**config.mk**
```make
export PLATFORM = sky130hd
export DESIGN_NAME = trace_circular_autocorrelation_top_flat
export DESIGN_NICKNAME = d
export VERILOG_FILES = /design/src/design/acorr_pkg.sv /design/src/design/acorr_channels.sv /design/src/design/acorr_store.sv /design/src/design/acorr_mac.sv /design/src/design/trace_circular_autocorrelation_top.sv /design/src/flat_wrapper.sv
export SDC_FILE = /design/constraint.sdc
export NUM_CORES = 2
export LEC_CHECK = 0
export BUFFER_PORTS_ARGS = -buffer_cell sky130_fd_sc_hd__buf_4
export CAP_MARGIN = 20
export CORE_UTILIZATION = 60
export CTS_CLUSTER_SIZE = 16
export DETAILED_ROUTE_END_ITERATION = 8
export GPL_ROUTABILITY_DRIVEN = 0
export PLACE_DENSITY = 0.84
export SLEW_MARGIN = 20
export SYNTH_ARGS = -nofsm -noshare
export SYNTH_HDL_FRONTEND = slang
export SYNTH_HIERARCHICAL = 1
export SYNTH_SLANG_ARGS = --single-unit
export TNS_END_PERCENT = 5
```
**constraint.sdc**
```tcl
create_clock -name clk -period 13.1 [get_ports clk]
set_input_delay 1.31 -clock clk [delete_from_list [all_inputs] [get_ports clk]]
set_output_delay 1.31 -clock clk [all_outputs]
set_load 0.005 [all_outputs]
```
**src/design/acorr_pkg.sv**
```systemverilog
// ----------------------------------------------------------------------------
// Circular autocorrelation package
// Shared widths, the sequencer state type and the MAC control struct.
// ----------------------------------------------------------------------------
package acorr_pkg;

    localparam int SAMPLE_W = 16;
    localparam int PROD_W   = 32;
    localparam int CORR_W   = 38;
    localparam int LAG_W    = 6;
    localparam int CFG_W    = 7;

    // Reset value of the trace length register.
    localparam logic [CFG_W-1:0] TRACE_LENGTH_RESET = 7'd64;

    typedef enum logic [3:0] {
        ST_COLLECT = 4'b0001,
        ST_ISSUE   = 4'b0010,
        ST_DRAIN   = 4'b0100,
        ST_DELIVER = 4'b1000
    } state_t;

    // One multiply-add request travelling down the MAC pipeline.
    typedef struct packed {
        logic valid;
        logic first;
        logic last;
    } mac_ctl_t;

endpackage

```
**src/design/acorr_channels.sv**
```systemverilog
// ----------------------------------------------------------------------------
// Circular autocorrelation channels
// Valid/ready interfaces for the sample input and the lag result output.
// ----------------------------------------------------------------------------
interface acorr_in_if;
    logic                                 valid;
    logic                                 ready;
    logic signed [acorr_pkg::SAMPLE_W-1:0] sample;

    modport source (output valid, output sample, input ready);
    modport sink   (input valid, input sample, output ready);
endinterface

interface acorr_out_if;
    logic                                valid;
    logic                                ready;
    logic [acorr_pkg::LAG_W-1:0]          lag_index;
    logic signed [acorr_pkg::CORR_W-1:0]  correlation;
    logic                                final_lag;

    modport source (output valid, output lag_index, output correlation, output final_lag,
                    input ready);
    modport sink   (input valid, input lag_index, input correlation, input final_lag,
                    output ready);
endinterface

```
**src/design/acorr_store.sv**
```systemverilog
// ----------------------------------------------------------------------------
// Circular autocorrelation trace store
// Sample memory with one write port and two registered read ports.
// ----------------------------------------------------------------------------
module acorr_store #(
    parameter int DEPTH = 64,
    parameter int AW    = 6
) (
    input  logic                                  clk,
    input  logic                                  wr_en,
    input  logic [AW-1:0]                         wr_addr,
    input  logic signed [acorr_pkg::SAMPLE_W-1:0] wr_data,
    input  logic [AW-1:0]                         rd_addr_a,
    input  logic [AW-1:0]                         rd_addr_b,
    output logic signed [acorr_pkg::SAMPLE_W-1:0] rd_data_a,
    output logic signed [acorr_pkg::SAMPLE_W-1:0] rd_data_b
);

    logic signed [acorr_pkg::SAMPLE_W-1:0] mem [DEPTH];

    always_ff @(posedge clk)
    begin
        if (wr_en)
        begin
            mem[wr_addr] <= wr_data;
        end
        rd_data_a <= mem[rd_addr_a];
        rd_data_b <= mem[rd_addr_b];
    end

endmodule

```
**src/design/acorr_mac.sv**
```systemverilog
// ----------------------------------------------------------------------------
// Circular autocorrelation MAC unit
// Shared multiply-accumulate: registered product, then accumulation.
// ----------------------------------------------------------------------------
module acorr_mac (
    input  logic                                  clk,
    input  logic                                  rst_n,
    input  acorr_pkg::mac_ctl_t                   ctl,
    input  logic signed [acorr_pkg::SAMPLE_W-1:0] a,
    input  logic signed [acorr_pkg::SAMPLE_W-1:0] b,
    output logic signed [acorr_pkg::CORR_W-1:0]   result,
    output logic                                  done
);

    localparam int CorrW = acorr_pkg::CORR_W;

    // The request arrives with the read addresses; the data follows in the cycle after.
    acorr_pkg::mac_ctl_t                 ctl_d1_reg;
    acorr_pkg::mac_ctl_t                 ctl_d2_reg;
    logic signed [acorr_pkg::PROD_W-1:0] prod_reg;
    logic signed [CorrW-1:0]             acc_reg;
    logic signed [CorrW-1:0]             acc_next;
    logic                                done_reg;

    always_comb
    begin
        acc_next = acc_reg;
        if (ctl_d2_reg.valid)
        begin
            if (ctl_d2_reg.first)
            begin
                acc_next = CorrW'(prod_reg);
            end
            else
            begin
                acc_next = acc_reg + CorrW'(prod_reg);
            end
        end
    end

    always_ff @(posedge clk or negedge rst_n)
    begin
        if (!rst_n)
        begin
            ctl_d1_reg <= '0;
            ctl_d2_reg <= '0;
            done_reg   <= 1'b0;
        end
        else
        begin
            ctl_d1_reg <= ctl;
            ctl_d2_reg <= ctl_d1_reg;
            done_reg   <= ctl_d2_reg.valid && ctl_d2_reg.last;
        end
    end

    always_ff @(posedge clk)
    begin
        prod_reg <= a * b;
        acc_reg  <= acc_next;
    end

    assign result = acc_reg;
    assign done   = done_reg;

endmodule

```
**src/design/trace_circular_autocorrelation_top.sv**
```systemverilog
// ----------------------------------------------------------------------------
// Trace circular autocorrelation, top level
// Collects one trace and emits r[k] = sum x[n]*x[(n+k) mod N] for every lag.
// ----------------------------------------------------------------------------
// Usage: samples arrive on in_ch, one per transfer, and are written to the
// trace store. After the N-th sample (N is trace_length, a value of zero is
// taken as 1 and values above MAX_SAMPLES are clipped) the block stops taking
// samples and computes the N lags one after another on a single shared
// multiply-accumulate unit. For each lag the sequencer issues N products,
// which pass through store read, product and accumulate before the sum
// moves into the output register. Results leave on out_ch as lag_index,
// correlation and final_lag, with final_lag high on lag N-1. If the receiver
// stalls, the previous sum waits in the output register, the new sum waits in
// the MAC accumulator and the sequencer holds before starting the next lag;
// once the last lag is in the output register, new samples are taken at once,
// one per cycle.
// Reset clears the sample count and sets trace_length to 64; the store itself
// is not cleared since every entry is written before it is read. Writing
// trace_length through cfg_write_en discards a partially collected trace.
// ----------------------------------------------------------------------------
module trace_circular_autocorrelation_top #(
    parameter int MAX_SAMPLES = 64
) (
    input  logic                             clk,
    input  logic                             rst_n,
    input  logic                             cfg_write_en,
    input  logic [acorr_pkg::CFG_W-1:0]      cfg_write_data,
    acorr_in_if.sink                         in_ch,
    acorr_out_if.source                      out_ch
);

    localparam int AW    = $clog2(MAX_SAMPLES);
    localparam int CW    = $clog2(MAX_SAMPLES + 1);
    localparam int CfgW  = acorr_pkg::CFG_W;
    localparam int LagW  = acorr_pkg::LAG_W;
    localparam int CorrW = acorr_pkg::CORR_W;

    // Sequencer and collection state.
    acorr_pkg::state_t   state_reg;
    acorr_pkg::state_t   state_next;
    logic [CfgW-1:0]     trace_length_reg;
    logic [CfgW-1:0]     trace_length_next;
    logic [CW-1:0]       loaded_reg;
    logic [CW-1:0]       loaded_next;
    logic [AW-1:0]       i_reg;
    logic [AW-1:0]       i_next;
    logic [AW-1:0]       j_reg;
    logic [AW-1:0]       j_next;
    logic [AW-1:0]       k_reg;
    logic [AW-1:0]       k_next;

    // Output register.
    logic                    out_valid_reg;
    logic                    out_valid_next;
    logic [LagW-1:0]         out_lag_reg;
    logic signed [CorrW-1:0] out_corr_reg;
    logic                    out_final_reg;
    logic                    out_load;

    // Effective trace length and its last index.
    logic [CW-1:0] n_eff;
    logic [CW-1:0] n_m1;
    logic [CW-1:0] count;

    logic                                  in_xfer;
    logic                                  wr_en;
    logic [AW-1:0]                         wr_addr;
    logic signed [acorr_pkg::SAMPLE_W-1:0] rd_data_a;
    logic signed [acorr_pkg::SAMPLE_W-1:0] rd_data_b;
    acorr_pkg::mac_ctl_t                   mac_ctl;
    logic signed [CorrW-1:0]               mac_result;
    logic                                  mac_done;

    always_comb
    begin
        if (trace_length_reg == '0)
        begin
            n_eff = CW'(1);
        end
        else if (trace_length_reg > CfgW'(MAX_SAMPLES))
        begin
            n_eff = CW'(MAX_SAMPLES);
        end
        else
        begin
            n_eff = CW'(trace_length_reg);
        end
        n_m1 = n_eff - CW'(1);
    end

    assign in_ch.ready = (state_reg == acorr_pkg::ST_COLLECT);
    assign in_xfer     = in_ch.valid && in_ch.ready;

    // A count that is not below N restarts collection at entry zero.
    assign count   = (loaded_reg >= n_eff) ? CW'(1) : (loaded_reg + CW'(1));
    assign wr_en   = in_xfer;
    assign wr_addr = (loaded_reg >= n_eff) ? '0 : loaded_reg[AW-1:0];

    always_comb
    begin
        state_next        = state_reg;
        trace_length_next = trace_length_reg;
        loaded_next       = loaded_reg;
        i_next            = i_reg;
        j_next            = j_reg;
        k_next            = k_reg;
        mac_ctl           = '0;
        out_load          = 1'b0;

        unique case (state_reg)
            acorr_pkg::ST_COLLECT:
            begin
                if (in_xfer)
                begin
                    loaded_next = count;
                    if (count == n_eff)
                    begin
                        state_next = acorr_pkg::ST_ISSUE;
                        i_next     = '0;
                        j_next     = '0;
                        k_next     = '0;
                    end
                end
            end
            acorr_pkg::ST_ISSUE:
            begin
                // One product x[i]*x[(i+k) mod N] per cycle.
                mac_ctl.valid = 1'b1;
                mac_ctl.first = (i_reg == '0);
                mac_ctl.last  = (CW'(i_reg) == n_m1);
                if (mac_ctl.last)
                begin
                    state_next = acorr_pkg::ST_DRAIN;
                end
                else
                begin
                    i_next = i_reg + AW'(1);
                    j_next = (CW'(j_reg) == n_m1) ? '0 : (j_reg + AW'(1));
                end
            end
            acorr_pkg::ST_DRAIN:
            begin
                if (mac_done)
                begin
                    state_next = acorr_pkg::ST_DELIVER;
                end
            end
            acorr_pkg::ST_DELIVER:
            begin
                if (!out_valid_reg || out_ch.ready)
                begin
                    out_load = 1'b1;
                    if (CW'(k_reg) == n_m1)
                    begin
                        state_next  = acorr_pkg::ST_COLLECT;
                        loaded_next = '0;
                    end
                    else
                    begin
                        state_next = acorr_pkg::ST_ISSUE;
                        k_next     = k_reg + AW'(1);
                        i_next     = '0;
                        j_next     = k_reg + AW'(1);
                    end
                end
            end
            default:
            begin
                state_next = acorr_pkg::ST_COLLECT;
            end
        endcase

        // The user writes configuration only while idle (not enforced); a write drops any partial trace.
        if (cfg_write_en)
        begin
            trace_length_next = cfg_write_data;
            loaded_next       = '0;
        end
    end

    always_comb
    begin
        if (out_load)
        begin
            out_valid_next = 1'b1;
        end
        else if (out_ch.ready)
        begin
            out_valid_next = 1'b0;
        end
        else
        begin
            out_valid_next = out_valid_reg;
        end
    end

    always_ff @(posedge clk or negedge rst_n)
    begin
        if (!rst_n)
        begin
            state_reg        <= acorr_pkg::ST_COLLECT;
            trace_length_reg <= acorr_pkg::TRACE_LENGTH_RESET;
            loaded_reg       <= '0;
            i_reg            <= '0;
            j_reg            <= '0;
            k_reg            <= '0;
            out_valid_reg    <= 1'b0;
        end
        else
        begin
            state_reg        <= state_next;
            trace_length_reg <= trace_length_next;
            loaded_reg       <= loaded_next;
            i_reg            <= i_next;
            j_reg            <= j_next;
            k_reg            <= k_next;
            out_valid_reg    <= out_valid_next;
        end
    end

    always_ff @(posedge clk)
    begin
        if (out_load)
        begin
            out_lag_reg   <= LagW'(k_reg);
            out_corr_reg  <= mac_result;
            out_final_reg <= (CW'(k_reg) == n_m1);
        end
    end

    assign out_ch.valid       = out_valid_reg;
    assign out_ch.lag_index   = out_lag_reg;
    assign out_ch.correlation = out_corr_reg;
    assign out_ch.final_lag   = out_final_reg;

    acorr_store #(
        .DEPTH (MAX_SAMPLES),
        .AW    (AW)
    ) u_store (
        .clk       (clk),
        .wr_en     (wr_en),
        .wr_addr   (wr_addr),
        .wr_data   (in_ch.sample),
        .rd_addr_a (i_reg),
        .rd_addr_b (j_reg),
        .rd_data_a (rd_data_a),
        .rd_data_b (rd_data_b)
    );

    acorr_mac u_mac (
        .clk    (clk),
        .rst_n  (rst_n),
        .ctl    (mac_ctl),
        .a      (rd_data_a),
        .b      (rd_data_b),
        .result (mac_result),
        .done   (mac_done)
    );

`ifndef SYNTHESIS
    // A finished sum only appears while the sequencer waits for it.
    ap_done_in_drain: assert property (@(posedge clk) disable iff (!rst_n)
        mac_done |-> state_reg == acorr_pkg::ST_DRAIN)
        else $error("MAC finished outside the drain state");

    // The sample count never exceeds the trace length.
    ap_count_bound: assert property (@(posedge clk) disable iff (!rst_n)
        loaded_reg <= n_eff)
        else $error("sample count beyond trace length");

    // Both read indexes stay inside the trace while products are issued.
    ap_issue_index: assert property (@(posedge clk) disable iff (!rst_n)
        state_reg == acorr_pkg::ST_ISSUE |-> (CW'(i_reg) <= n_m1) && (CW'(j_reg) <= n_m1))
        else $error("read index outside the trace");
`endif

endmodule
```
**src/flat_wrapper.sv**
```systemverilog
// flat-port wrapper written by rule: the top's interface ports become plain ports
module trace_circular_autocorrelation_top_flat 
#(
    parameter int MAX_SAMPLES = 64
)
  (clk, rst_n, cfg_write_en, cfg_write_data, in_ch_valid, in_ch_sample, in_ch_ready, out_ch_valid, out_ch_lag_index, out_ch_correlation, out_ch_final_lag, out_ch_ready);
  acorr_in_if in_ch_i ();
  acorr_out_if out_ch_i ();
  input  logic clk;
  input  logic rst_n;
  input  logic cfg_write_en;
  input  logic [acorr_pkg::CFG_W-1:0] cfg_write_data;
  input wire logic [$bits(in_ch_i.valid)-1:0] in_ch_valid;
  input wire logic [$bits(in_ch_i.sample)-1:0] in_ch_sample;
  output wire logic [$bits(in_ch_i.ready)-1:0] in_ch_ready;
  output wire logic [$bits(out_ch_i.valid)-1:0] out_ch_valid;
  output wire logic [$bits(out_ch_i.lag_index)-1:0] out_ch_lag_index;
  output wire logic [$bits(out_ch_i.correlation)-1:0] out_ch_correlation;
  output wire logic [$bits(out_ch_i.final_lag)-1:0] out_ch_final_lag;
  input wire logic [$bits(out_ch_i.ready)-1:0] out_ch_ready;
  assign in_ch_i.valid = in_ch_valid;
  assign in_ch_i.sample = in_ch_sample;
  assign in_ch_ready = in_ch_i.ready;
  assign out_ch_valid = out_ch_i.valid;
  assign out_ch_lag_index = out_ch_i.lag_index;
  assign out_ch_correlation = out_ch_i.correlation;
  assign out_ch_final_lag = out_ch_i.final_lag;
  assign out_ch_i.ready = out_ch_ready;
  trace_circular_autocorrelation_top #(.MAX_SAMPLES(MAX_SAMPLES)) u_core (.clk(clk), .rst_n(rst_n), .cfg_write_en(cfg_write_en), .cfg_write_data(cfg_write_data), .in_ch(in_ch_i), .out_ch(out_ch_i));
endmodule
```
# ---- Yosys cells after proc, flatten, opt, wreduce, memory -nomap -nowiden
# Memories as Yosys holds them, arrays and structs flattened. A register that Yosys moved wholly into a read port is not among the register bits.
# Index checks and enable logic that the tools add are counted.
dict set report word_totals {
  ff_bits 159
  ram_bits 1024
  elab_cells 97
  n_memories 1
}
dict set report op_classes {
  add_sub_neg 6
  mul 1
  magnitude_cmp 2
  n_eq_ne 18
  mux 36
  n_reduce_logical 14
}
# memory words word_bits rd rd_ports_with_merged_regs write_ports line
set memory_table {}
lappend memory_table {u_core.u_store.mem 64 16 2 2 1 acorr_store.sv:19} ;# logic signed [acorr_pkg::SAMPLE_W-1:0] mem [DEPTH];
# cell count
set ops {}
lappend ops {{6-bit 2-to-1 mux} 10}
lappend ops {{7-bit 2-to-1 mux} 7}
lappend ops {{38-bit by 32-bit adder with 38-bit output} 1}
lappend ops {{38-bit 2-to-1 mux} 1}
lappend ops {{6-bit one-hot mux with 3 select lines} 2}
lappend ops {{16-bit by 16-bit multiplier with 32-bit output} 1}
lappend ops {{6-bit by 7-bit equality test with 1-bit output} 3}
lappend ops {{4-bit 2-to-1 mux} 5}
lappend ops {{6-bit by 1-bit adder with 6-bit output, second input constant} 3}
lappend ops {{4-bit one-hot mux with 4 select lines} 1}
lappend ops {{7-bit one-hot mux with 2 select lines} 1}
lappend ops {{6-bit one-hot mux with 2 select lines} 1}
lappend ops {{2-bit != test, second input constant} 5}
lappend ops {{5-bit AND reduction} 2}
lappend ops {{7-bit by 1-bit adder with 7-bit output, second input constant} 1}
lappend ops {{7-bit equality test} 1}
lappend ops {{7-bit >= comparator} 1}
lappend ops {{7-bit greater-than comparator, second input constant} 1}
lappend ops {{7-bit zero test} 1}
lappend ops {{7-bit by 1-bit subtractor with 7-bit output, second input constant} 1}
lappend ops {{6-bit zero test} 1}
lappend ops {{1-bit 2-to-1 mux} 6}
lappend ops {{3-bit by 2-bit != test with 1-bit output, second input constant} 2}
lappend ops {{6-bit AND reduction} 1}
lappend ops {{other kinds (14)} 18}

# ---- Logic depth before layout (Yosys ltp)
dict set report depth {
  word_depth 9
  depth_mapped 23
}

# ---- Modules after synthesis
# The synthesis kept the hierarchy.
# mod n_inst cells_per_inst area_each_um2 seq_area_each_um2
set by_module_without_submodules {}
lappend by_module_without_submodules {acorr_store 1 2582 48836.8 31390.1}
lappend by_module_without_submodules {acorr_mac 1 1525 14267.4 1956.9}
lappend by_module_without_submodules {trace_circular_autocorrelation_top 1 374 4272.8 2279.7}

# ---- Least setup slack after synthesis
# OpenSTA, ideal clock, no wires.
dict set report synth_path {
  path_type {register to register}
  from {register u_core/u_store/rd_data_a[15] (netlist name), read port of u_core.u_store.mem}
  to {register u_core/u_mac/prod_reg[30] (netlist name)}
  arrival_time_ns 5.825
  required_ns 13.028
  slack_ns 7.203
  path_stages_with_launch 23
  path_buffers 1
  path_cell_list {dfxtp_1 -> clkbuf_1 -> nand2_1 -> inv_1 -> fa_1 -> inv_1 -> fa_1 -> fa_1 -> inv_1 -> fa_1 -> fa_1 -> inv_1 -> fa_1 -> inv_1 -> ha_1 -> a211oi_2 -> o21bai_1 -> o311ai_1 -> o211a_1 -> nor2b_1 -> o221a_2 -> o41ai_2 -> xnor2_1}
}
dict set report synth_via {
  elab_chain_cells 1
}
# item line
set synth_lines {}
lappend synth_lines {{from (decl)} acorr_store.sv:15} ;# output logic signed [acorr_pkg::SAMPLE_W-1:0] rd_data_a,
lappend synth_lines {{16-bit by 16-bit multiplier with 32-bit output} acorr_mac.sv:59} ;# prod_reg <= a * b;
lappend synth_lines {{to (signal assigned)} acorr_mac.sv:59}
lappend synth_lines {{to (decl)} acorr_mac.sv:20} ;# logic signed [acorr_pkg::PROD_W-1:0] prod_reg;
# No other way between the ends.
# A chain may end at the register's enable or synchronous reset.

# ---- Final worst setup path
dict set report layout_path {
  from {register u_core/u_store/rd_data_b[1] (netlist name), read port of u_core.u_store.mem}
  to {register u_core/u_mac/prod_reg[31] (netlist name)}
}
dict set report layout_via {
  elab_chain_cells 1
}
# item line
set layout_lines {}
lappend layout_lines {{from (decl)} acorr_store.sv:16} ;# output logic signed [acorr_pkg::SAMPLE_W-1:0] rd_data_b
lappend layout_lines {{16-bit by 16-bit multiplier with 32-bit output} acorr_mac.sv:59}
# No other way between the ends.

==> impl_metrics.yaml <==
job:
  maxCapViolations: 0
critical_path:
  crit_chain: "nand2_1 -> inv_1 -> fa_1 -> inv_1 -> fa_1 -> fa_1 -> inv_1 -> fa_1 -> fa_1 -> inv_1 -> fa_1 -> inv_1 -> ha_1 -> nand4_1 -> or4_1 -> o221ai_1 -> a311o_1 -> a21o_1 -> a21oi_2 -> xnor2_1"
  arrival_ns: 7.17
  cpMaxStageDelayCell: "dfxtp_1"
  r2r_cells: 20
  critPathKind: "reg2reg"
  start_kind: "flop"
  critPathMaxFanout: 16
  cp.required_ns: 13.68
  crit_top_cell: "fa_1"
  cp-end-kind: "flop"
  cpPeakStageDelay_ns: 0.71
final_layout:
  drive_above_1_share: 0.217
  regMostFlops: "u_core/u_store/mem"
  multi_input_area_mm2: 0.0289
  finish.utilization: 0.661
  area_growth_syn_to_layout_pct: 8.83
  seqCellArea_mm2: 0.0357
  largest_register_ff_count: 1024
  fillers: 7121
  nNetsFinal: 4923
floorplanning:
  fp.dieH_um: 337
  io_pins: 75
  rows: 122
  die_w_um: 337
  coreArea_mm2: 0.111
  start_util: 0.607
  dieArea_mm2: 0.114
clocking:
  worstSkewPairLatency_ns: 0.78
  cts_buffers: 119
  root_buffer: "clkbuf_16"
  clockBufferDepth: 3
  post_cts_buffers: 0
  clkTransAtPathRegs_ns: 0.06
  ctsResizeCount: 0
  cts_max_level: 3
  cts_tree: "yes"
  ctsHoldBuffers: 0
  clock-sinks: 1215
route:
  vias_per_cell: 7.10
  postRouteAntennaNets: 0
  wl_um: 188000
  drc_errors: 1
  dr.first_iter.drc_count: 6313
  via_count: 43300
  first_pass_iters: 9
  wl_per_cell_um: 30.9
synthesis:
  synth_edf_count: 1107
  ys_seq_area_frac: 0.529
  avgSynthCellArea_um2: 15.0
  ys_ff_latch: 1215
  async_reset_ff_frac: 0.0362
  syn_area_mm2: 0.0674
  ys.flop_type: "edfxtp_1"
  yosysWarnings: 6
  synth.distinct_cells: 108
  syn-num-nets: 4904
  syn-instance-count: 4481
grt:
  overflow: 0
  grt_antenna_before_repair: 8
  track_usage: 0.337
  first_global_vias: 44200
  grt_max_degree: 112
  grt_pass1_wl_um: 280000
sta:
  finalCriticalPeriod_ns: 6.59
  hold_viol: 0
  slew_violations: 0
  skew_ns: 0.0870
  setup_violations: 0
  whs_ns: 0.347
  setup_tns_ns: 0
  worstMarginPinSlew_ns: 1.19
  fmaxAchievable_mhz: 152
  period_share: 0.503
  rsz0062_at_grt: "no"
  max_slew_margin: 0.203
run_status:
  status: "complete, but fails checks"
  violations: "design-rule violations"
hold_path:
  holdPathStages: 0
  hp-class: "reg2reg"
placed_design:
  dpl.hpwl_um: 118000
  port_buffers: 74
[cell usage after synthesis, types with 24 or more instances]
cell / n / area, um^2
dfrtp_1: 42 / 1050
a31oi_1: 33 / 206
buf_2: 72 / 360
inv_1: 343 / 1290
xor2_1: 25 / 219
mux4_2: 407 / 9170
a211oi_1: 107 / 803
and3_1: 32 / 200
o21ai_0: 75 / 375
xnor2_1: 54 / 473
and2_1: 144 / 901
mux2i_1: 154 / 1540
nand2_1: 263 / 987
dfxtp_1: 64 / 1280
nand3_1: 35 / 175
edfxtp_1: 1107 / 33200
fa_1: 263 / 5270
a311oi_1: 31 / 272
a21oi_1: 86 / 430
nor2_1: 163 / 612
clkbuf_1: 103 / 387
nor4_1: 32 / 200
o21ai_1: 32 / 160
a22oi_1: 24 / 180
a221oi_1: 25 / 219
mux2_2: 163 / 1840
o22ai_1: 78 / 488
buf_4: 54 / 405
ha_1: 132 / 1650
[per-layer routing]
metal  vias up  global-route usage  part of all wire
met3       922              0.0914              0.13
met2      3511               0.531              0.47
met5         -                   0           0.00025
met1     21600               0.406              0.33
li1      17300                   -                 -
met4         8               0.232             0.084
[critical path: cells and delay by family (launching register included)]
kind / cells / cell delay [ns]
buffers and inverters: 5 / 0.39
AND/OR/NAND/NOR: 3 / 1.01
AO/OA/AOI/OAI: 4 / 0.87
XOR/XNOR: 1 / 0.12
adder cells (fa/ha/maj): 7 / 3.32
flip-flops: 1 / 0.71
[worst paths after layout]
kind | from | endpoint | slack, ns
worst max-delay path | u_core/u_store/rd_data_b[1] | u_core/u_mac/prod_reg[31] | 6.51
worst min-delay path | u_core/u_mac/ctl_d1_reg[2] | u_core/u_mac/ctl_d2_reg[2] | 0.35
worst max register to register | u_core/u_store/rd_data_b[1] | u_core/u_mac/prod_reg[31] | 6.51
worst min register to register | u_core/u_mac/ctl_d1_reg[2] | u_core/u_mac/ctl_d2_reg[2] | 0.35
max in group asynchronous | rst_n | u_core/j_reg[2] | 12.05
min in group asynchronous | rst_n | u_core/loaded_reg[6] | 0.57
[cells in the final DEF (no fill, tap or decap), types with 12 or more instances in the layout]
| master | n |
|---|---|
| a211oi_1 | 103 |
| a21o_1 | 20 |
| a21oi_1 | 86 |
| a221oi_1 | 25 |
| a22oi_1 | 24 |
| a311oi_1 | 30 |
| a31oi_1 | 33 |
| and2_1 | 144 |
| and3_1 | 32 |
| buf_4 | 169 |
| bufinv_16 | 21 |
| clkbuf_1 | 17 |
| clkbuf_16 | 119 |
| clkinv_1 | 29 |
| clkinv_2 | 23 |
| dfrtp_1 | 31 |
| dfxtp_1 | 64 |
| edfxtp_1 | 1107 |
| fa_1 | 263 |
| ha_1 | 132 |
| inv_1 | 343 |
| mux2_2 | 163 |
| mux2i_1 | 154 |
| mux4_2 | 407 |
| nand2_1 | 263 |
| nand2b_1 | 22 |
| nand3_1 | 35 |
| nor2_1 | 158 |
| nor2b_1 | 18 |
| nor3_1 | 20 |
| nor4_1 | 32 |
| o21ai_0 | 75 |
| o21ai_1 | 32 |
| o22ai_1 | 78 |
| o31ai_1 | 18 |
| or3_1 | 12 |
| xnor2_1 | 54 |
| xor2_1 | 25 |
[cell type report]
type | count | area share
multi-input cells | 2642 | 0.394
flip-flops and latches | 1215 | 0.486
repair buffers | 175 | 0.0189
diodes | 5 | 0.000171
inverters | 347 | 0.0178
well taps | 1488 | 0.0254
clock inverters | 87 | 0.0152
clock buffers | 138 | 0.0419
[metrics by stage]
stage               setup slack, ns  instances  cell area (um^2)
floorplan                      7.20       4481             67400
global placement               6.74       5866             69100
detailed placement             6.65       5866             69100
CTS                            6.60       6091             73300
global route                   6.25       6092             73300
finish                         6.51       6097             73300
[cell families after synthesis]
family | synth area share
xor gates and xnor gates | 0.0109
AOI/OAI and AO/OA | 0.0669
buffers and inverters | 0.0430
and+or+nand+nor | 0.0580
muxes | 0.190
DFF | 0.529
adders and majority gates | 0.103
Power is not shown: default switching activity piles up to over one toggle a cycle in this logic, so the estimate is an artifact.
